$ cat config.mk
export PLATFORM = sky130hd
export DESIGN_NAME = smc_back
export DESIGN_NICKNAME = d
export VERILOG_FILES = /design/src/rtl/smc_pkg.sv /design/src/rtl/smc_back.sv
export SDC_FILE = /design/constraint.sdc
export NUM_CORES = 1
export LEC_CHECK = 0
export ABC_AREA = 1
export BUFFER_PORTS_ARGS = -buffer_cell sky130_fd_sc_hd__clkbuf_2
export CORE_MARGIN = 8
export CORE_UTILIZATION = 34
export CTS_BUF_LIST = sky130_fd_sc_hd__clkbuf_4
export DETAILED_ROUTE_END_ITERATION = 10
export GPL_TIMING_DRIVEN = 1
export PLACE_DENSITY = 0.49
export SYNTH_ARGS = -nofsm -noshare
export SYNTH_HDL_FRONTEND = slang
export SYNTH_SLANG_ARGS = --single-unit
$ cat constraint.sdc
create_clock -name i_clk -period 5.8 [get_ports i_clk]
set_input_delay 0.58 -clock i_clk [delete_from_list [all_inputs] [get_ports i_clk]]
set_output_delay 0.58 -clock i_clk [all_outputs]
set_load 0.005 [all_outputs]
$ cat src/rtl/smc_pkg.sv
// Shared types, constants and a function of the scanline marker classifier.
// No dependencies.
package smc_pkg;

    localparam int MAX_COLS = 1024;
    localparam int COL_W    = $clog2(MAX_COLS);
    localparam int CNT_W    = 10;

    localparam logic [CNT_W-1:0] CNT_MAX = {CNT_W{1'b1}};

    localparam logic [15:0] ROW_GAIN_RST   = 16'd16384;
    localparam logic [15:0] FRAME_GAIN_RST = 16'd64;
    localparam logic [15:0] START_THR_RST  = 16'd8192;

    localparam logic [1:0] CFG_ROW_GAIN   = 2'd0;
    localparam logic [1:0] CFG_FRAME_GAIN = 2'd1;
    localparam logic [1:0] CFG_START_THR  = 2'd2;

    typedef enum logic [2:0] {
        LBL_LBLACK  = 3'd0,
        LBL_LWHITE  = 3'd1,
        LBL_CBLACK  = 3'd2,
        LBL_RWHITE  = 3'd3,
        LBL_RBLACK  = 3'd4,
        LBL_DARK    = 3'd5,
        LBL_BRIGHT  = 3'd6,
        LBL_NEUTRAL = 3'd7
    } t_label;

    typedef struct packed {
        logic [7:0] pixel;
        logic       row_first;
        logic       frame_last;
    } t_in;

    typedef struct packed {
        t_label      label;
        logic [23:0] pixel_rgb;
        logic        marker_end;
        logic [9:0]  marker_left_col;
        logic [9:0]  marker_right_col;
        logic [9:0]  black_total;
        logic [9:0]  white_total;
    } t_out;

    // classified pixel handed from front to back
    typedef struct packed {
        logic row_first;
        logic black;
        logic white;
    } t_cls;

    typedef struct packed {
        logic [1:0]  index;
        logic [15:0] data;
    } t_cfg;

    function automatic logic [23:0] label_rgb(input t_label lbl);
        logic [23:0] rgb;
        case (lbl)
            LBL_LBLACK:  rgb = 24'hFF0000;
            LBL_LWHITE:  rgb = 24'hFF8000;
            LBL_CBLACK:  rgb = 24'hFFFF00;
            LBL_RWHITE:  rgb = 24'h00FF00;
            LBL_RBLACK:  rgb = 24'h0080FF;
            LBL_DARK:    rgb = 24'h000000;
            LBL_BRIGHT:  rgb = 24'hFFFFFF;
            default:     rgb = 24'h404040;
        endcase
        return rgb;
    endfunction

endpackage

$ cat src/rtl/smc_back.sv
// Back end: five-phase marker pattern machine, phase counters, column
// tracking, labeling and a two-entry result queue. Depends on smc_pkg.
module smc_back (
    input  logic          i_clk,
    input  logic          i_rst_n,
    input  logic          i_cls_empty,
    input  smc_pkg::t_cls i_cls,
    output logic          o_cls_pop,
    input  logic          i_pop,
    output logic          o_empty,
    output smc_pkg::t_out o_out
);
    import smc_pkg::*;

    typedef enum logic [2:0] {
        PH_IDLE,
        PH_LB,
        PH_LW,
        PH_CB,
        PH_RW,
        PH_RB
    } t_phase;

    t_phase           r_phase;
    logic [COL_W-1:0] r_column;
    logic [COL_W-1:0] r_start;
    logic [CNT_W-1:0] r_cnt [5];

    t_out             r_out [2];
    logic             r_wr_ptr;
    logic             r_rd_ptr;
    logic [1:0]       r_count;

    t_phase           n_phase;
    logic [COL_W-1:0] n_column;
    logic [COL_W-1:0] n_start;
    logic [CNT_W-1:0] n_cnt [5];
    t_out             res;

    logic [COL_W-1:0] col;
    logic [CNT_W+1:0] bsum;
    logic [CNT_W+1:0] wsum;
    logic             blk;
    logic             wht;
    logic             done;
    logic             out_pop;

    assign out_pop   = i_pop && (r_count != 2'd0);
    assign o_cls_pop = !i_cls_empty && (r_count != 2'd2);
    assign o_empty   = (r_count == 2'd0);
    assign o_out     = r_out[r_rd_ptr];

    always_comb begin
        blk = i_cls.black;
        wht = i_cls.white;
        done = 1'b0;
        bsum = '0;
        wsum = '0;
        if (i_cls.row_first) begin
            n_phase = PH_IDLE;
            col     = '0;
            n_start = '0;
            for (int i = 0; i < 5; i++) begin
                n_cnt[i] = '0;
            end
        end else begin
            n_phase = r_phase;
            col     = r_column;
            n_start = r_start;
            for (int i = 0; i < 5; i++) begin
                n_cnt[i] = r_cnt[i];
            end
        end

        if (blk && n_phase == PH_IDLE) begin
            n_phase = PH_LB;
            n_start = col;
        end
        if (!wht && n_phase == PH_LW) n_phase = PH_CB;
        if (!wht && n_phase == PH_RW) n_phase = PH_RB;
        if (!blk && n_phase == PH_LB) n_phase = PH_LW;
        if (!blk && n_phase == PH_CB) n_phase = PH_RW;

        if (!wht && n_phase == PH_LB) begin
            if (n_cnt[0] != CNT_MAX) n_cnt[0] = n_cnt[0] + CNT_W'(1);
        end else if (!wht && n_phase == PH_RB) begin
            if (n_cnt[4] != CNT_MAX) n_cnt[4] = n_cnt[4] + CNT_W'(1);
        end else if (!wht && n_phase == PH_CB) begin
            if (n_cnt[2] != CNT_MAX) n_cnt[2] = n_cnt[2] + CNT_W'(1);
        end else if (!blk && n_phase == PH_LW) begin
            if (n_cnt[1] != CNT_MAX) n_cnt[1] = n_cnt[1] + CNT_W'(1);
        end else if (!blk && n_phase == PH_RW) begin
            if (n_cnt[3] != CNT_MAX) n_cnt[3] = n_cnt[3] + CNT_W'(1);
        end

        if (!blk && n_phase == PH_RB) begin
            done    = 1'b1;
            n_phase = PH_IDLE;
            bsum    = {2'b00, n_cnt[0]} + {2'b00, n_cnt[2]} + {2'b00, n_cnt[4]};
            wsum    = {2'b00, n_cnt[1]} + {2'b00, n_cnt[3]};
            if (bsum > {2'b00, CNT_MAX}) bsum = {2'b00, CNT_MAX};
            if (wsum > {2'b00, CNT_MAX}) wsum = {2'b00, CNT_MAX};
            for (int i = 0; i < 5; i++) begin
                n_cnt[i] = '0;
            end
        end

        case (n_phase)
            PH_LB:   res.label = LBL_LBLACK;
            PH_LW:   res.label = LBL_LWHITE;
            PH_CB:   res.label = LBL_CBLACK;
            PH_RW:   res.label = LBL_RWHITE;
            PH_RB:   res.label = LBL_RBLACK;
            default: res.label = blk ? LBL_DARK : (wht ? LBL_BRIGHT : LBL_NEUTRAL);
        endcase
        res.pixel_rgb        = label_rgb(res.label);
        res.marker_end       = done;
        res.marker_left_col  = done ? 10'(n_start) : 10'd0;
        res.marker_right_col = done ? 10'(col) : 10'd0;
        res.black_total      = bsum[9:0];
        res.white_total      = wsum[9:0];

        n_column = (col < COL_W'(MAX_COLS - 1)) ? col + COL_W'(1) : col;
    end

    always_ff @(posedge i_clk) begin
        if (!i_rst_n) begin
            r_phase  <= PH_IDLE;
            r_column <= '0;
            r_start  <= '0;
            for (int i = 0; i < 5; i++) begin
                r_cnt[i] <= '0;
            end
            r_wr_ptr <= 1'b0;
            r_rd_ptr <= 1'b0;
            r_count  <= 2'd0;
        end else begin
            if (o_cls_pop) begin
                r_phase  <= n_phase;
                r_column <= n_column;
                r_start  <= n_start;
                for (int i = 0; i < 5; i++) begin
                    r_cnt[i] <= n_cnt[i];
                end
                r_wr_ptr <= ~r_wr_ptr;
            end
            if (out_pop) begin
                r_rd_ptr <= ~r_rd_ptr;
            end
            if (o_cls_pop && !out_pop) begin
                r_count <= r_count + 2'd1;
            end else if (!o_cls_pop && out_pop) begin
                r_count <= r_count - 2'd1;
            end
        end
    end

    always_ff @(posedge i_clk) begin
        if (o_cls_pop) begin
            r_out[r_wr_ptr] <= res;
        end
    end

endmodule

* Word level (Yosys, flattened, before mapping)
Memory sizes are Yosys's and may differ from the RTL's. A register that Yosys moved wholly into a read port is not among the register bits.
Index checks and enable logic that the tools add are counted.
** Storage, ports and cells
- Register bits after elaboration :: 27
- Bits in latches :: 0
- Memory bits (writable) :: 186
- Bits in read-only memories :: 0
- Input port bits :: 7
- Memories :: 2
** Cells by class
- Add/sub/neg operators :: 11
- Multipliers :: 0
- Divide/modulo/power cells :: 0
- $lt $le $gt $ge :: 3
- Equal/unequal tests :: 26
- Shift-type cells :: 0
- Muxes and demuxes :: 53
- Bitwise operators :: 7
- Reductions and logical operators :: 25
** Memories
- r_out :: words 2, bits a word 68, rd ports 1, clocked after memory_dff 1, wr ports 1, RTL line smc_back.sv:29 : t_out r_out [2];
- r_cnt :: words 5, bits a word 10, rd ports 5, clocked after memory_dff 0, wr ports 5, RTL line smc_back.sv:27 : logic [CNT_W-1:0] r_cnt [5];
** Operators by type and width (count)
- 10-bit two-way mux :: 28
- 24-bit one-hot mux with 7 select lines :: 1
- 50-bit two-way mux :: 2
- 10-bit by 1-bit adder with 10-bit output, second input constant :: 6
- 10-bit != test, second input constant :: 5
- 40-bit two-way mux :: 1
- 30-bit two-way mux :: 1
- 3-bit by 2-bit equality test with 1-bit output, second input constant :: 8
- 3-bit equality test, second input constant :: 8
- 10-bit by 10-bit adder with 11-bit output :: 2
- 3-bit two-way mux :: 7
- 1-bit logical AND :: 15
- 3-bit one-hot mux with 5 select lines :: 1
- 11-bit by 10-bit adder with 12-bit output :: 1
- 3-bit by 1-bit equality test with 1-bit output, second input constant :: 4
- 12-bit by 10-bit > comparator with 1-bit output, second input constant :: 1
- 11-bit by 10-bit > comparator with 1-bit output, second input constant :: 1
- 10-bit < comparator, second input constant :: 1
- 1-bit two-way mux :: 9
- 3-bit logical NOT :: 2
- 2-bit two-way mux :: 3
- 1-bit logical NOT :: 5
- 1-bit bitwise OR :: 5
- 2-bit nonzero test :: 2
- 5 further kinds :: 6

* Logic depth before layout (Yosys ltp)
- Word-level depth :: 28
- Mapped depth :: 27
- Gate-level depth less buffers :: 25

* Worst setup path before layout
OpenSTA, ideal clock, no wires.
- Kind :: input to register
- Start point :: input port i_cls[2] (netlist name)
- End point :: memory r_out[0][17] (netlist name), data pin
- Library setup time :: 0.270 ns
- Data arrival time :: 4.317 ns
- Data required time :: 5.530 ns
- Slack :: 1.213 ns
- Stages :: 23
- Cells stage by stage :: buf_6 > buf_6 > buf_2 > clkbuf_1 > buf_2 > nor2_1 > ha_1 > nand3_1 > nor4_1 > nand3_1 > nand2_2 > o21ai_0 > o21ai_0 > inv_1 > fa_1 > ha_1 > fa_1 > inv_1 > nor4_1 > nor2_1 > nand3_1 > a21oi_1 > nor2_1
** On the way
- Longest elaborated chain between the ends :: 26
- Elaborated cells on any way between the ends :: 43
- Those cells by class :: 5 x add/sub; 1 x order compare; 10 x eq/ne; 17 x mux; 10 x reduce/logical
** RTL lines
- from (decl) :: RTL line smc_back.sv:7 : input smc_pkg::t_cls i_cls,
- 3-bit two-way mux :: RTL line smc_back.sv:59 : if (i_cls.row_first) begin
- 3-bit logical NOT :: RTL line smc_back.sv:75 : if (blk && n_phase == PH_IDLE) begin
- 1-bit logical AND :: RTL line smc_back.sv:75
- 3-bit two-way mux :: RTL line smc_back.sv:75
- 3-bit by 2-bit equality test with 1-bit output :: RTL line smc_back.sv:79 : if (!wht && n_phase == PH_LW) n_phase = PH_CB;
- 1-bit logical AND :: RTL line smc_back.sv:79
- 3-bit two-way mux :: RTL line smc_back.sv:79
- 3-bit equality test :: RTL line smc_back.sv:80 : if (!wht && n_phase == PH_RW) n_phase = PH_RB;
- [11 not listed]
- 30-bit two-way mux :: RTL line smc_back.sv:86 : end else if (!wht && n_phase == PH_RB) begin
- 40-bit two-way mux :: RTL line smc_back.sv:84 : if (!wht && n_phase == PH_LB) begin
- 10-bit by 10-bit adder with 11-bit output :: RTL line smc_back.sv:99 : bsum = {2'b00, n_cnt[0]} + {2'b00, n_cnt[2]} + {2'b00, n_cnt[4]};
- 11-bit by 10-bit adder with 12-bit output :: RTL line smc_back.sv:99
- 12-bit by 10-bit > comparator with 1-bit output :: RTL line smc_back.sv:101 : if (bsum > {2'b00, CNT_MAX}) bsum = {2'b00, CNT_MAX};
- 10-bit two-way mux :: RTL line smc_back.sv:101
- 10-bit two-way mux * :: RTL line smc_back.sv:96 : if (!blk && n_phase == PH_RB) begin
- named net bsum[7] :: RTL line smc_back.sv:41 : logic [CNT_W+1:0] bsum;
- to (decl) :: RTL line smc_back.sv:29
Mark *: on every way through the listed nets, which the timed path passes. The rest lies on a longest branch.

* Worst setup path after layout
Same ends and word-level chain as after synthesis.

==> results.md <==
- Status: finished clean
- Commonest non-fill, non-tap cell in the layout: nand2_1
- Syn Nets: 1194
- Pins Over Slew Limit: 0
- Antenna-violating nets left: 0
- Die X-Extent: ~190 µm
- Routed WL: around 25000 µm
- Worst clock skew: approximately 0.022 ns
- CTS clk-pin slew, worst paths: around 0.16 ns
- Seq/Total Area, Yosys: 0.479
- Period minus WS final: 4.45 ns
- Pwr dens: 307 mW/mm²
- Placed instance count: 1581
- Largest fanout on the critical path: 22
- Number of port buffers: 76
- Worst ir drop on vdd: approximately 0.12 mV
- Synth Register Bits: 178
- Worst hold path type: in2reg
- Clk Latency, worst-skew pair: about 0.60 ns
- CTS tree: built
- Critical path required time: slightly above 6 ns
- Max Cap Viol: 0
- Crit. End Element: register
- Cts hold-fix bufs: 0
- Synth area leaders: edfxtp_1, nand2_1, inv_1, nor2_1, mux2_2
- Synth cell types: 53
- Initial antenna violation count: 1
- Starting density of the core: 0.346
- Average cell area after synthesis: between 9 and 10 µm²
- Rows: 64
- Core area: just over 0.03 mm²
- Clock buffer depth: 2
- Post-CTS Setup Bufs: 0
- Number of global-route vias before repair: 7688
- CTS Root Cell: clkbuf_4
- Ys flop type: edfxtp_1
- Critical path's slowest cell: nor2_1
- DR iter-0 viols: 445
- Area growth from synthesis to final layout: 9.28%
- I/O Pins: 77
- # setup viols final: 0
- Layout Cells excl Fill: 1614
- Vias per Instance: a little under 5
- Final Hold Viols: 0
- Period utilization: 0.767
- WP buf/inv: 4
- Post-synth ARST share: 0
- Largest net degree at the start of global routing: 49
- Worst endpoint data arrival time: between 4 and 5 ns
- Slowest cell delay on critical path: 0.66 ns
- Most used cell, CP: nor2_1
- Routability cong.: between 0.8 and 0.9
- Critical path class: in2reg
- Area leader, netlist: edfxtp_1
- Cell Chain, Critical Path: clkbuf_2, inv_4, nand2_4, nor2_1, nand2_1, nor2_1, nand2_2, inv_2, nand2_1, nand2_1, fa_1, ha_1, fa_1, inv_1, nor4_1, nor2_1, nand3_1, a21oi_1, nor2_1
- Gates resized, CTS repair: 0
- CTS H-tree depth: 4
- Share of cells above drive strength 1: 0.191
- Clock Sinks: around 180
- GR Overflow Total: 0
- Via count: between 7k and 8k
- TNS Setup: 0 ns
- Worst slack at placement: around 0.74 ns
- Synth warnings: 0
- Average routed wire per standard cell: approximately 16 µm
- Commonest non-fill, non-tap cells in the layout: nand2_1, inv_1, nor2_1, edfxtp_1, clkbuf_2
- Worst Tran Pin Value: roughly 0.85 ns
- Fmax: around 220 MHz
- Post-synth EDFFs: 150
- Hpwl dp: roughly 18000 µm
- DR DRC count: 0
- GRT Resource Usage Total: 0.138
- Die height: 192 µm
- Cells after Synth: around 1.1k
- Crit-path leading delay family: simple AND/OR/NAND/NOR gates
- Slew HR: 0.429
- Total CTS buffers: 17
- Area share of the largest cell type after synthesis: 0.426
- Drt pass-1 iters: 5
- Synth Cell Area: approximately 0.011 mm²
- First-pass GRT wire length: slightly above 40000 µm
- Final worst slack: 1.35 ns
- Nets: approximately 1.2k
- P_leak: slightly below 5 nW
- RSZ-0062 raised after global routing: no
- Die area: approximately 0.037 mm²
- Critical path startpoint category: input port
-- tightest hold or removal path, stage by stage --
cell,delay [ns]
clkbuf_2,0.14
o21ai_0,0.09
nor2_1,0.04
-- per-stage QoR --
step	total power, mW	hold slack, ns	cell area, µm²	utilization
after global routing	3.78	0.259	11500	0.378
after floorplan	2.48	0.452	10600	-
final	3.55	0.288	11500	0.378
after CTS	3.62	0.234	11500	0.377
after detailed placement	2.85	0.465	11200	0.367
after global placement	2.85	0.460	11200	0.367
-- cells by family (layout without fill, tap and decap cells) --
kind of cell	after synthesis	count (layout)	share of synthesized area
buf+inv	214	282	0.0890
flops	178	178	0.479
mux	50	50	0.0533
simple gates	462	462	0.201
fa+ha+maj	38	38	0.0535
xor+xnor	48	48	0.0412
other cells	0	1	0
compound gates	159	159	0.0829
-- sequential cells by signal (all words and copies together) (netlist names), named ones only --
signal	count
r_cnt	50
r_column	10
r_count	2
r_out	100
r_phase	3
r_rd_ptr	1
r_start	10
r_wr_ptr	1
-- cell usage after synthesis, drive strengths merged, types with 2 or more instances --
cell type  instances
nand3b             2
o21ai             72
a211oi             5
ha                26
nor4               2
nand2            182
or2                4
o2111ai            2
nand3             70
clkbuf            14
nor2             165
edfxtp           150
o22ai             17
mux2              50
a21oi             52
o211ai             2
buf               37
o21bai             2
xnor2             13
fa                12
nand4             18
inv              163
xor2              35
dfxtp             28
nor3              17
a41oi              2
-- power by group --
part | switching [mW] | internal (mW) | total [mW]
Sequential | 0.0761 | 1.60 | 1.67
Combinational | 0.669 | 0.442 | 1.11
Clock | 0.522 | 0.244 | 0.766
Total | 1.27 | 2.28 | 3.55
-- routing by layer --
metal  GRT usage  up-vias  part of all wire
li1            -     3948                 -
met1       0.179     3806              0.47
met2       0.235      157              0.48
met3      0.0226       22             0.037
met4      0.0355        0             0.011
met5           0        -                 0
-- worst paths after layout --
path / startpoint / depth (start not counted) / endpoint / slack, ns
hold / removal: i_rst_n / 3 / r_wr_ptr / 0.29
setup / recovery: i_cls[2] / 19 / r_out[0][17] / 1.35
setup reg to reg: r_phase[1] / 17 / r_out[0][17] / 1.50
hold reg to reg: r_start[9] / 2 / r_start[9] / 0.49
-- layout make-up --
cell class,count,area [µm²]
Inverter,163,614
Tap cell,396,495
Timing Repair Buffer,87,463
Sequential cell,178,5070
Fill cell,3118,19000
Clock inverter,15,183
Clock buffer,17,128
Antenna cell,1,2.50
Multi-Input combinational cell,757,4600
(Power assumes the default switching activity.)
