**src/rtl/smc_pkg.sv**
```systemverilog
// Shared types, constants and a function of the scanline marker classifier.
// No dependencies.
package smc_pkg;

    localparam int MAX_COLS = 1024;
    localparam int COL_W    = $clog2(MAX_COLS);
    localparam int CNT_W    = 10;

    localparam logic [CNT_W-1:0] CNT_MAX = {CNT_W{1'b1}};

    localparam logic [15:0] ROW_GAIN_RST   = 16'd16384;
    localparam logic [15:0] FRAME_GAIN_RST = 16'd64;
    localparam logic [15:0] START_THR_RST  = 16'd8192;

    localparam logic [1:0] CFG_ROW_GAIN   = 2'd0;
    localparam logic [1:0] CFG_FRAME_GAIN = 2'd1;
    localparam logic [1:0] CFG_START_THR  = 2'd2;

    typedef enum logic [2:0] {
        LBL_LBLACK  = 3'd0,
        LBL_LWHITE  = 3'd1,
        LBL_CBLACK  = 3'd2,
        LBL_RWHITE  = 3'd3,
        LBL_RBLACK  = 3'd4,
        LBL_DARK    = 3'd5,
        LBL_BRIGHT  = 3'd6,
        LBL_NEUTRAL = 3'd7
    } t_label;

    typedef struct packed {
        logic [7:0] pixel;
        logic       row_first;
        logic       frame_last;
    } t_in;

    typedef struct packed {
        t_label      label;
        logic [23:0] pixel_rgb;
        logic        marker_end;
        logic [9:0]  marker_left_col;
        logic [9:0]  marker_right_col;
        logic [9:0]  black_total;
        logic [9:0]  white_total;
    } t_out;

    // classified pixel handed from front to back
    typedef struct packed {
        logic row_first;
        logic black;
        logic white;
    } t_cls;

    typedef struct packed {
        logic [1:0]  index;
        logic [15:0] data;
    } t_cfg;

    function automatic logic [23:0] label_rgb(input t_label lbl);
        logic [23:0] rgb;
        case (lbl)
            LBL_LBLACK:  rgb = 24'hFF0000;
            LBL_LWHITE:  rgb = 24'hFF8000;
            LBL_CBLACK:  rgb = 24'hFFFF00;
            LBL_RWHITE:  rgb = 24'h00FF00;
            LBL_RBLACK:  rgb = 24'h0080FF;
            LBL_DARK:    rgb = 24'h000000;
            LBL_BRIGHT:  rgb = 24'hFFFFFF;
            default:     rgb = 24'h404040;
        endcase
        return rgb;
    endfunction

endpackage

```
**src/rtl/smc_queue.sv**
```systemverilog
// Two-entry queue of classified pixels between front and back.
// Depends on smc_pkg.
module smc_queue (
    input  logic          i_clk,
    input  logic          i_rst_n,
    input  logic          i_push,
    input  smc_pkg::t_cls i_data,
    output logic          o_full,
    input  logic          i_pop,
    output smc_pkg::t_cls o_data,
    output logic          o_empty
);
    import smc_pkg::*;

    t_cls       r_mem [2];
    logic       r_wr_ptr;
    logic       r_rd_ptr;
    logic [1:0] r_count;

    assign o_full  = (r_count == 2'd2);
    assign o_empty = (r_count == 2'd0);
    assign o_data  = r_mem[r_rd_ptr];

    always_ff @(posedge i_clk) begin
        if (!i_rst_n) begin
            r_wr_ptr <= 1'b0;
            r_rd_ptr <= 1'b0;
            r_count  <= 2'd0;
        end else begin
            if (i_push) begin
                r_wr_ptr <= ~r_wr_ptr;
            end
            if (i_pop) begin
                r_rd_ptr <= ~r_rd_ptr;
            end
            if (i_push && !i_pop) begin
                r_count <= r_count + 2'd1;
            end else if (!i_push && i_pop) begin
                r_count <= r_count - 2'd1;
            end
        end
    end

    always_ff @(posedge i_clk) begin
        if (i_push) begin
            r_mem[r_wr_ptr] <= i_data;
        end
    end

endmodule

```
**config.mk**
```make
export PLATFORM = sky130hd
export DESIGN_NAME = smc_queue
export DESIGN_NICKNAME = d
export VERILOG_FILES = /design/src/rtl/smc_pkg.sv /design/src/rtl/smc_queue.sv
export SDC_FILE = /design/constraint.sdc
export NUM_CORES = 1
export LEC_CHECK = 0
export BUFFER_PORTS_ARGS = -buffer_cell sky130_fd_sc_hd__buf_2
export CORE_AREA = 4 4 41 43
export DETAILED_ROUTE_END_ITERATION = 10
export DIE_AREA = 0 0 45 47
export HOLD_SLACK_MARGIN = 0.02
export PLACE_DENSITY = 0.52
export SLEW_MARGIN = 15
export SYNTH_ARGS = -nofsm -noshare
export SYNTH_HDL_FRONTEND = slang
export SYNTH_SLANG_ARGS = --single-unit
```
**constraint.sdc**
```tcl
create_clock -name i_clk -period 1.2 [get_ports i_clk]
set_input_delay 0.06 -clock i_clk [delete_from_list [all_inputs] [get_ports i_clk]]
set_output_delay 0.06 -clock i_clk [all_outputs]
set_load 0.02 [all_outputs]
```
### Yosys cells after proc, flatten, opt, wreduce, memory -nomap -nowiden

Memory sizes are Yosys's and may differ from the RTL's. A register that Yosys moved wholly into a read port is not among the register bits.
Cells that the tools add are included.

* bits in registers: 4
* RAM bits: 6
* bits of input ports: 7
* output and inout port bits: 5
* logic and storage cells: 21
* memories: 1

* add/subtract/negate cells: 2
* equality and inequality tests: 1
* multiplexer cells: 6
* bitwise gates (word level): 2
* reductions and logical operators: 6

Memory list
* r_mem: words 2, bits a word 3, rd ports 1, clocked after memory_dff 1, wr ports 1, RTL line smc_queue.sv:15 `t_cls r_mem [2];`

Operators by type and width (number)
* two-way mux 1 bit: 4
* two-way mux 2 bit: 2
* adder 2 x 1 -> 2 bit (second input constant): 1
* == test 2 bit (second input constant): 1
* logical AND 1 bit: 2
* zero test 1 bit: 2
* zero test 2 bit: 1
* NOT 1 bit: 2
* nonzero test 2 bit: 1
* subtractor 2 x 1 -> 2 bit (second input constant): 1

### Logic depth before layout (Yosys ltp)

Gate-level depths: netlist of run 1.

* word-level depth: 4
* gate-level depth with buffers: 5
* mapped depth without buffers: 5

### Worst setup path before layout of run 1

OpenSTA, ideal clock, no wires.

* kind: register -> register
* start: reg r_count[0]
* end: reg r_count[1]
* setup time: 0.070 ns
* data arrival time: 0.896 ns
* data required time: 1.130 ns
* slack: 0.234 ns
* cell stages (with the launch flop): 4
* buffers on the path: 0
* period minus slack after synthesis: 0.966 ns
* path through: dfxtp_1 -> xor2_1 -> or3_1 -> a21boi_1

* longest elaborated chain between the ends: 3
* elaborated cells between the ends (all ways): 4
* classes of those cells: add/sub: 2; mux: 2

Ends and longest elaborated chain
* from (decl): RTL line smc_queue.sv:18 `logic [1:0] r_count;`
* from (signal assigned): RTL line smc_queue.sv:37 `r_count <= r_count + 2'd1;`
* from (signal assigned): RTL line smc_queue.sv:39 `r_count <= r_count - 2'd1;`
* subtractor 2 x 1 -> 2 bit: RTL line smc_queue.sv:39
* two-way mux 2 bit: RTL line smc_queue.sv:38 `end else if (!i_push && i_pop) begin`
* two-way mux 2 bit (*): RTL line smc_queue.sv:36 `if (i_push && !i_pop) begin`

Every way passes the cells marked *; elsewhere a longest branch is shown, timed or not. The select of a mux whose other input is x is not followed.
A chain may end at the register's enable or synchronous reset.

==> flow_summary.yaml, run 1 <==
pwr:
  clkPwrFrac: 0.288
  combinationalPowerShare: 0.172
  p_leak_uw: 0.000241
  switching_share: 0.248
  ir_drop_mv: 0.565
  pwr-share-seq: 0.540
  power_density_mw_per_mm2: 1470
  intPower_uw: 625
  switchingPower_uw: 206
layout:
  instances_no_fill: 64
  fin_util: 0.435
  finalNetCount: 58
  nFillCells: 134
  drive_gt1_frac: 0.408
  layout_commonest_cell: "buf_2"
  seq_area_sq_um: 282
  syn2layout_area_growth_pct: 30.6
  final_area_sq_um: 566
  final_cell_mix: "buf_2, edfxtp_1, and2_1, dfxtp_1"
  antenna_cells: 0
  multiInputGateArea_sq_um: 149
run_status:
  status: "completed"
hold_path:
  holdPathStages: 2
  min_path_type: "in -> reg"
  holdCritStartpoint: "i_rst_n"
  hold-path-endpoint: "r_wr_ptr$_SDFFE_PN0P_"
detailed_routing:
  ant_nets: 0
  wl_um: 592
  wire_per_inst_um: 9.25
  drtPass1Iterations: 4
  vias_per_cell: 4.14
  vias: 265
  drtIter0Drc: 1
  drc: 0
cts:
  cts_made_buffers: 3
  clk_pin_slew_ns: 0.07
  htree_levels: 1
  root_buffer: "clkbuf_4"
  postCtsSetupBuffers: 0
  clk_latency_ns: 0.26
  cts_tree: "built"
  cts_num_sinks: 11
  clock_path_buffers: 2
global_routing:
  antenna_found_initial: 0
  grt_max_degree: 8
  grt_use_total: 0.0663
  grt_pass1_vias: 251
  grt_pass1_wl_um: 931
  gr-total-overflow: 0
floorplanning:
  dieArea_sq_mm: 0.00212
  die_w_um: 45
  ioPinCount: 12
  rows: 13
  start_util: 0.333
  die_height_um: 47
  core-area_sq_mm: 0.00130
sta:
  clock_skew_ns: 0.00141
  slew_violations: 0
  tightest_slew_ns: 0.327
  hold_violations: 0
  slew-limit-headroom: 0.782
  period_share: 0.961
  max_freq_mhz: 867
  rsz0062_at_grt: "yes"
  layout_min_cycle_time_ns: 1.15
  layout_setup_ws_ns: 0.0463
  setup_viol: 0
synthesis:
  synth-seq-cells: 11
  synth_xor_area_frac: 0.0607
  synth_area_sq_um: 433
  synth_simple_gate_area_frac: 0.130
  synth_compound_area_frac: 0.0462
  syn_avg_cell_area_sq_um: 14.0
  synth_nets: 39
  synth_cell_types: 15
  synth_top_family_by_area: "simple AND/OR/NAND/NOR gates"
  syn-instance-count: 31
  ys_warn_count: 0
  synth_seq_area_share: 0.647
  yosys-mux-area-fraction: 0.0780
  yosys.area_share.adder: 0.0289
placement:
  place_hpwl_um: 462
  dpl_cell_area_sq_um: 507
  dp_cells: 57
  dp_slack_ns: 0.0925
  io_buffers: 11
  gp_congestion: 0.596
setup_path:
  timing.rr.end: "r_count[1]$_SDFFE_PN0P_"
  critPathMaxStageDelay_ns: 0.35
  path_class: "reg -> out"
  rr_startpoint: "r_count[0]$_SDFFE_PN0P_"
  rr_worst_depth: 3
  worstPathRequired_ns: 1.14
  crit_arrival_ns: 1.09
  r2r_slack_ns: 0.17
  critPathMaxFanout: 3
  crit_chain: "mux2_2 -> buf_2"
  cp-start-kind: "flip-flop"
  end_kind: "output port"
  cp_slowest_cell: "dfxtp_2"
run:
  cap_violations: 0
-- power groups by stage --
stage | sequential, uW | combinational [uW] | clock (uW)
floorplan | 451 | 96.2 | 0
global placement | 454 | 134 | 0
detailed placement | 455 | 137 | 0
CTS | 448 | 146 | 249
global route | 452 | 156 | 268
finish | 448 | 143 | 240
-- per-layer routing --
metal,global-route usage,wire length (um)
met5,0,0
met4,0.0702,0
met3,0.0230,39
met2,0.0960,286
met1,0.0728,267
-- per-stage QoR --
step                      total power [uW]  setup TNS (ns)  hold WS [ns]
after global routing                   876        -0.00618        0.0461
after CTS                              842               0        0.0390
after global placement                 588               0         0.250
after floorplan                        548               0         0.159
after detailed placement               592               0         0.251
final                                  831               0        0.0416
-- synth_stat cells, drive strengths merged --
library cell / count / area share
edfxtp: 6 / 0.42
mux2: 3 / 0.078
inv: 1 / 0.0087
o21a: 1 / 0.017
and2b: 1 / 0.020
xor2: 2 / 0.040
dfxtp: 5 / 0.23
a21boi: 1 / 0.017
or3: 1 / 0.014
nor2b: 2 / 0.029
xnor2: 1 / 0.020
and2: 4 / 0.058
ha: 1 / 0.029
o21ai: 1 / 0.012
nor2: 1 / 0.0087
-- worst max-delay path by stage --
| stage | depth (start not counted) | endpoint | from |
|---|---|---|---|
| CTS | 2 | o_data[1] | flip-flop |
| global placement | 4 | r_count[1]$_SDFFE_PN0P_ | i_push |
| finish | 2 | o_data[1] | flip-flop |
| floorplan | 3 | r_count[1]$_SDFFE_PN0P_ | r_count[0]$_SDFFE_PN0P_ |
| global route | 2 | o_data[0] | flip-flop |
| detailed placement | 5 | r_count[1]$_SDFFE_PN0P_ | i_pop |
-- area by class of cell --
type | instances | area share
clock buffer | 3 | 0.0398
clock inverter | 1 | 0.00885
inverter | 1 | 0.00664
multi-input combinational | 19 | 0.263
sequential | 11 | 0.498
tap | 15 | 0.0332
timing repair buffer | 14 | 0.150
-- cell families after synthesis --
logic type               after synthesis
AND/OR/NAND/NOR                        9
buffers and inverters                  1
adder cells (fa/ha/maj)                1
XOR/XNOR                               3
AO/OA/AOI/OAI                          3
flip-flops                            11
multiplexers                           3
-- sequential cells by signal, indices dropped and copies added (netlist names), named ones only --
signal,flops
r_rd_ptr,1
r_mem,6
r_count,2
r_wr_ptr,1
-- worst max-delay path: cells and delay by family (launching register included) --
kind	cells	cell delay, ns
multiplexers	1	0.33
buffers and inverters	1	0.16
flip-flops	1	0.35
-- what timing repair did --
action                                  in CTS  in global routing
hold buffers                                 3                  0
endpoints found under the hold margin        6                  0
endpoints found under the setup margin       3                  2
pin swaps                                    0                  0
gates resized for setup                      1                  0
No activity file was read; power rests on OpenSTA's default activity.
==> run 2: changes to the inputs <==
==> constraint.sdc (replaced) <==
create_clock -name i_clk -period 1.2 [get_ports i_clk]
set_input_delay 0.24 -clock i_clk [delete_from_list [all_inputs] [get_ports i_clk]]
set_output_delay 0.24 -clock i_clk [all_outputs]
set_load 0.02 [all_outputs]
==> flow_summary.yaml, run 2 (synthesis gave the netlist of run 1 again) <==
run_status:
  status: "complete, but fails checks"
  violations: "setup timing"
detailed_routing:
  met2WireLength_um: 373
  wire_per_inst_um: 10.1
  drtPass1Iterations: 2
  highest_layer: "met3"
  ant_nets: 0
  drtIter0Drc: 1
  drc: 0
  m1WireLength_um: 245
  vias_per_cell: 4.36
  vias: 288
  wl_um: 667
  wl_met3_um: 47
hold_path:
  min_path_type: "in -> reg"
layout:
  largest_reg_flops: 6
  drive_gt1_frac: 0.490
  fin_util: 0.470
  nFillCells: 130
  syn2layout_area_growth_pct: 41.3
  reg_top3: "r_mem (6), r_count (2)"
  final_cell_mix: "buf_2, edfxtp_1, buf_4, and2_1, buf_6"
  finalNetCount: 60
  antenna_cells: 0
  final_area_sq_um: 612
  top_register: "r_mem"
  layout_commonest_cell: "buf_2"
floorplanning:
  core-area_sq_mm: 0.00130
  start_util: 0.333
  die_height_um: 47
  die_w_um: 45
  ioPinCount: 12
  rows: 13
  dieArea_sq_mm: 0.00212
sta:
  whs_ns: 0.169
  period_share: 1.08
  clock_skew_ns: 0.000946
  slew_violations: 0
  finalSetupTns_ns: -0.299
  hold_violations: 0
  max_freq_mhz: 769
  slew-limit-headroom: 0.789
  rsz0062_at_grt: "yes"
  layout_min_cycle_time_ns: 1.30
  tightest_slew_ns: 0.316
  layout_setup_ws_ns: -0.101
  setup_viol: 3
cts:
  cts_tree: "built"
  clk_pin_slew_ns: 0.06
  clk_latency_ns: 0.26
  htree_levels: 1
  clock_path_buffers: 2
  cts_num_sinks: 11
  cts_made_buffers: 3
  root_buffer: "clkbuf_4"
setup_path:
  critPathMaxFanout: 3
  end_kind: "output port"
  cp-start-kind: "flip-flop"
  worstPathRequired_ns: 0.96
  critPathMaxStageDelay_ns: 0.37
  path_class: "reg -> out"
  cp_slowest_cell: "dfxtp_4"
  crit_arrival_ns: 1.06
  crit_chain: "mux2_4 -> buf_6"
pwr:
  intPower_uw: 668
  power_density_mw_per_mm2: 1430
  combinationalPowerShare: 0.215
  pwr-share-seq: 0.516
  ir_drop_mv: 0.514
  switching_share: 0.235
  clkPwrFrac: 0.269
  switchingPower_uw: 205
  p_leak_uw: 0.000270
placement:
  io_buffers: 11
  dpl_cell_area_sq_um: 529
  gp_congestion: 0.639
global_routing:
  antenna_found_initial: 0
  grt_pass1_wl_mm: 1.02
  grt_pass1_vias: 291
  grt_max_degree: 7
  gr-total-overflow: 0
  grt_use_total: 0.0727
run:
  cap_violations: 0
run 2: cell count changes in the layout (fill, tap and decap cells not counted):
cell,delta
buf_2,-4
buf_4,+5
buf_6,+4
clkbuf_1,+1
clkinv_2,-1
dfxtp_1,-1
dfxtp_4,+1
dlygate4sd3_1,-3
mux2_2,-3
mux2_4,+3
run 2: final cells by class:
| class | count | area [sq um] | area share |
|---|---|---|---|
| sequential | 11 | 285 | 0.466 |
| multi-input combinational | 19 | 160 | 0.262 |
| timing repair buffer | 16 | 118 | 0.192 |
| clock buffer | 4 | 26.3 | 0.0429 |
| tap | 15 | 18.8 | 0.0307 |
| inverter | 1 | 3.75 | 0.00613 |
run 2: power groups by stage:
stage	Combinational [uW]	Clock [uW]	Sequential, uW
after global routing	203	263	455
after global placement	143	0	454
after floorplan	96.2	0	451
after detailed placement	147	0	456
final	188	235	450
after CTS	190	245	450
run 2: per-stage QoR:
stage	std cells	power (uW)	setup slack (ns)
after floorplan	31	548	0.0916
after global placement	60	597	0.00508
after detailed placement	60	603	-0.0107
after CTS	66	885	-0.110
after global routing	66	922	-0.130
final	66	873	-0.101
run 2: timing repair:
action / CTS / global route
endpoints found under the setup margin: 4 / 4
buffers inserted: 2 / 0
hold buffers: 0 / 0
cloned: 0 / 0
resized for setup: 14 / 0
run 2: metal layers:
metal,GRT usage,vias up
met5,0,-
met4,0.0702,0
met3,0.0345,0
met2,0.130,7
met1,0.0565,135
li1,-,146
run 2: worst max-delay path: cells and delay by family (launching register included):
family   cells  cell delay (ns)
buf+inv      1             0.13
flops        1             0.37
mux          1             0.30
run 2: worst paths after layout:
path	startpoint	to	slack [ns]	depth (start not counted)
setup / recovery	flip-flop	o_data[0]	-0.10	2
hold / removal	i_data[0]	r_mem[0][0]$_DFFE_PP_	0.17	1
setup reg to reg	r_count[0]$_SDFFE_PN0P_	r_count[1]$_SDFFE_PN0P_	0.09	4
hold reg to reg	r_count[1]$_SDFFE_PN0P_	r_count[1]$_SDFFE_PN0P_	0.51	2
==> run 3: changes to the inputs <==
--- a/config.mk
+++ b/config.mk
@@ -5,12 +5,12 @@
 export SDC_FILE = /design/constraint.sdc
 export NUM_CORES = 1
 export LEC_CHECK = 0
-export BUFFER_PORTS_ARGS = -buffer_cell sky130_fd_sc_hd__buf_2
 export CORE_AREA = 4 4 41 43
 export DETAILED_ROUTE_END_ITERATION = 10
 export DIE_AREA = 0 0 45 47
+export DONT_BUFFER_PORTS = 1
 export HOLD_SLACK_MARGIN = 0.02
-export PLACE_DENSITY = 0.52
+export PLACE_DENSITY = 0.44
 export SLEW_MARGIN = 15
 export SYNTH_ARGS = -nofsm -noshare
 export SYNTH_HDL_FRONTEND = slang
==> flow_summary.yaml, run 3 (synthesis gave the netlist of run 1 again) <==
hold_path:
  min_path_type: "in -> reg"
placement:
  place_hpwl_um: 493
  io_buffers: 0
  dpl_cell_area_sq_um: 452
  dp_cells: 46
  gp_congestion: 0.593
layout:
  instances_no_fill: 50
  antenna_cells: 0
  nFillCells: 142
  syn2layout_area_growth_pct: 14.7
  layout_commonest_cell: "edfxtp_1"
  finalNetCount: 44
  final_area_sq_um: 497
  drive_gt1_frac: 0.286
  seq_area_sq_um: 285
  fin_util: 0.382
  reg_top3: "r_mem (6), r_count (2)"
  multiInputGateArea_sq_um: 163
  largest_reg_flops: 6
  final_cell_mix: "edfxtp_1, and2_1, mux2_4, clkbuf_4, dfxtp_1"
  top_register: "r_mem"
global_routing:
  grt_max_degree: 7
  grt_pass1_wl_um: 883
  grt_pass1_vias: 233
  antenna_found_initial: 0
  gr-total-overflow: 0
  grt_use_total: 0.0616
cts:
  clk_latency_ns: 0.25
  postCtsSetupBuffers: 0
  holdBufCountCts: 0
  cts_resized: 5
  cts_num_sinks: 11
  cts_made_buffers: 3
  clock_path_buffers: 2
  htree_levels: 1
  cts_tree: "built"
  clk_pin_slew_ns: 0.06
  root_buffer: "clkbuf_4"
setup_path:
  critical_path.top_delay_family: "flip-flops"
  end_kind: "output port"
  crit_arrival_ns: 0.96
  critPathBufInv: 0
  cp_slowest_cell: "dfxtp_4"
  crit_chain: "mux2_4"
  critPathMaxFanout: 3
  path_class: "reg -> out"
  critPathMaxStageDelay_ns: 0.37
  cp-start-kind: "flip-flop"
  worstPathRequired_ns: 0.96
floorplanning:
  ioPinCount: 12
  core-area_sq_mm: 0.00130
  rows: 13
  die_w_um: 45
  die_height_um: 47
  dieArea_sq_mm: 0.00212
  start_util: 0.333
sta:
  slew_violations: 0
  max_freq_mhz: 834
  tightest_slew_ns: 0.328
  layout_min_cycle_time_ns: 1.20
  slew-limit-headroom: 0.781
  rsz0062_at_grt: "yes"
  clock_skew_ns: 0.00126
  finalSetupTns_ns: 0
  hold_violations: 0
  period_share: 1.00
  setup_viol: 0
detailed_routing:
  ant_nets: 0
  drc: 0
  drtIter0Drc: 2
  wire_per_inst_um: 12.3
  drtPass1Iterations: 2
  vias: 231
  wl_um: 617
  vias_per_cell: 4.62
run:
  cap_violations: 0
pwr:
  power_density_mw_per_mm2: 1620
  ir_drop_mv: 0.644
  p_total_uw: 802
  p_leak_uw: 0.000194
run_status:
  status: "completed"
[run 3: cell types whose count changed in the layout (fill, tap and decap cells not counted), sizes merged]
cell	change
buf	-16
[run 3: routing by layer]
metal	global-route usage	share of wire	vias up
li1	-	-	115
met1	0.0565	0.35	107
met2	0.107	0.55	7
met3	0.0230	0.088	2
met4	0.0526	0.0097	0
met5	0	0	-
[run 3: layout make-up]
cell class | instances | share of cell area
clock buffer | 4 | 0.0529
sequential | 11 | 0.574
inverter | 1 | 0.00756
tap | 15 | 0.0378
multi-input combinational | 19 | 0.327
[run 3: final timing paths]
| path | startpoint | slack, ns | cells after the start | endpoint |
|---|---|---|---|---|
| hold reg to reg | r_count[1]$_SDFFE_PN0P_ | 0.52 | 2 | r_count[1]$_SDFFE_PN0P_ |
| setup / recovery | flip-flop | 0.0004 | 1 | o_data[1] |
| hold / removal | i_data[0] | 0.08 | 0 | r_mem[0][0]$_DFFE_PP_ |
| setup reg to reg | r_count[0]$_SDFFE_PN0P_ | 0.15 | 3 | r_count[1]$_SDFFE_PN0P_ |
[run 3: metrics by stage]
| stage | hold slack, ns | setup slack, ns |
|---|---|---|
| floorplan | 0.339 | 0.0916 |
| global placement | 0.339 | 0.0659 |
| detailed placement | 0.339 | -0.00991 |
| CTS | 0.0673 | -0.0149 |
| global route | 0.0620 | -0.0239 |
| finish | 0.0761 | 0.000421 |
[run 3: where the power goes]
part	internal [uW]	total [uW]	switching, uW
Combinational	53.6	114	60.7
Clock	128	236	108
Sequential	430	452	22.0
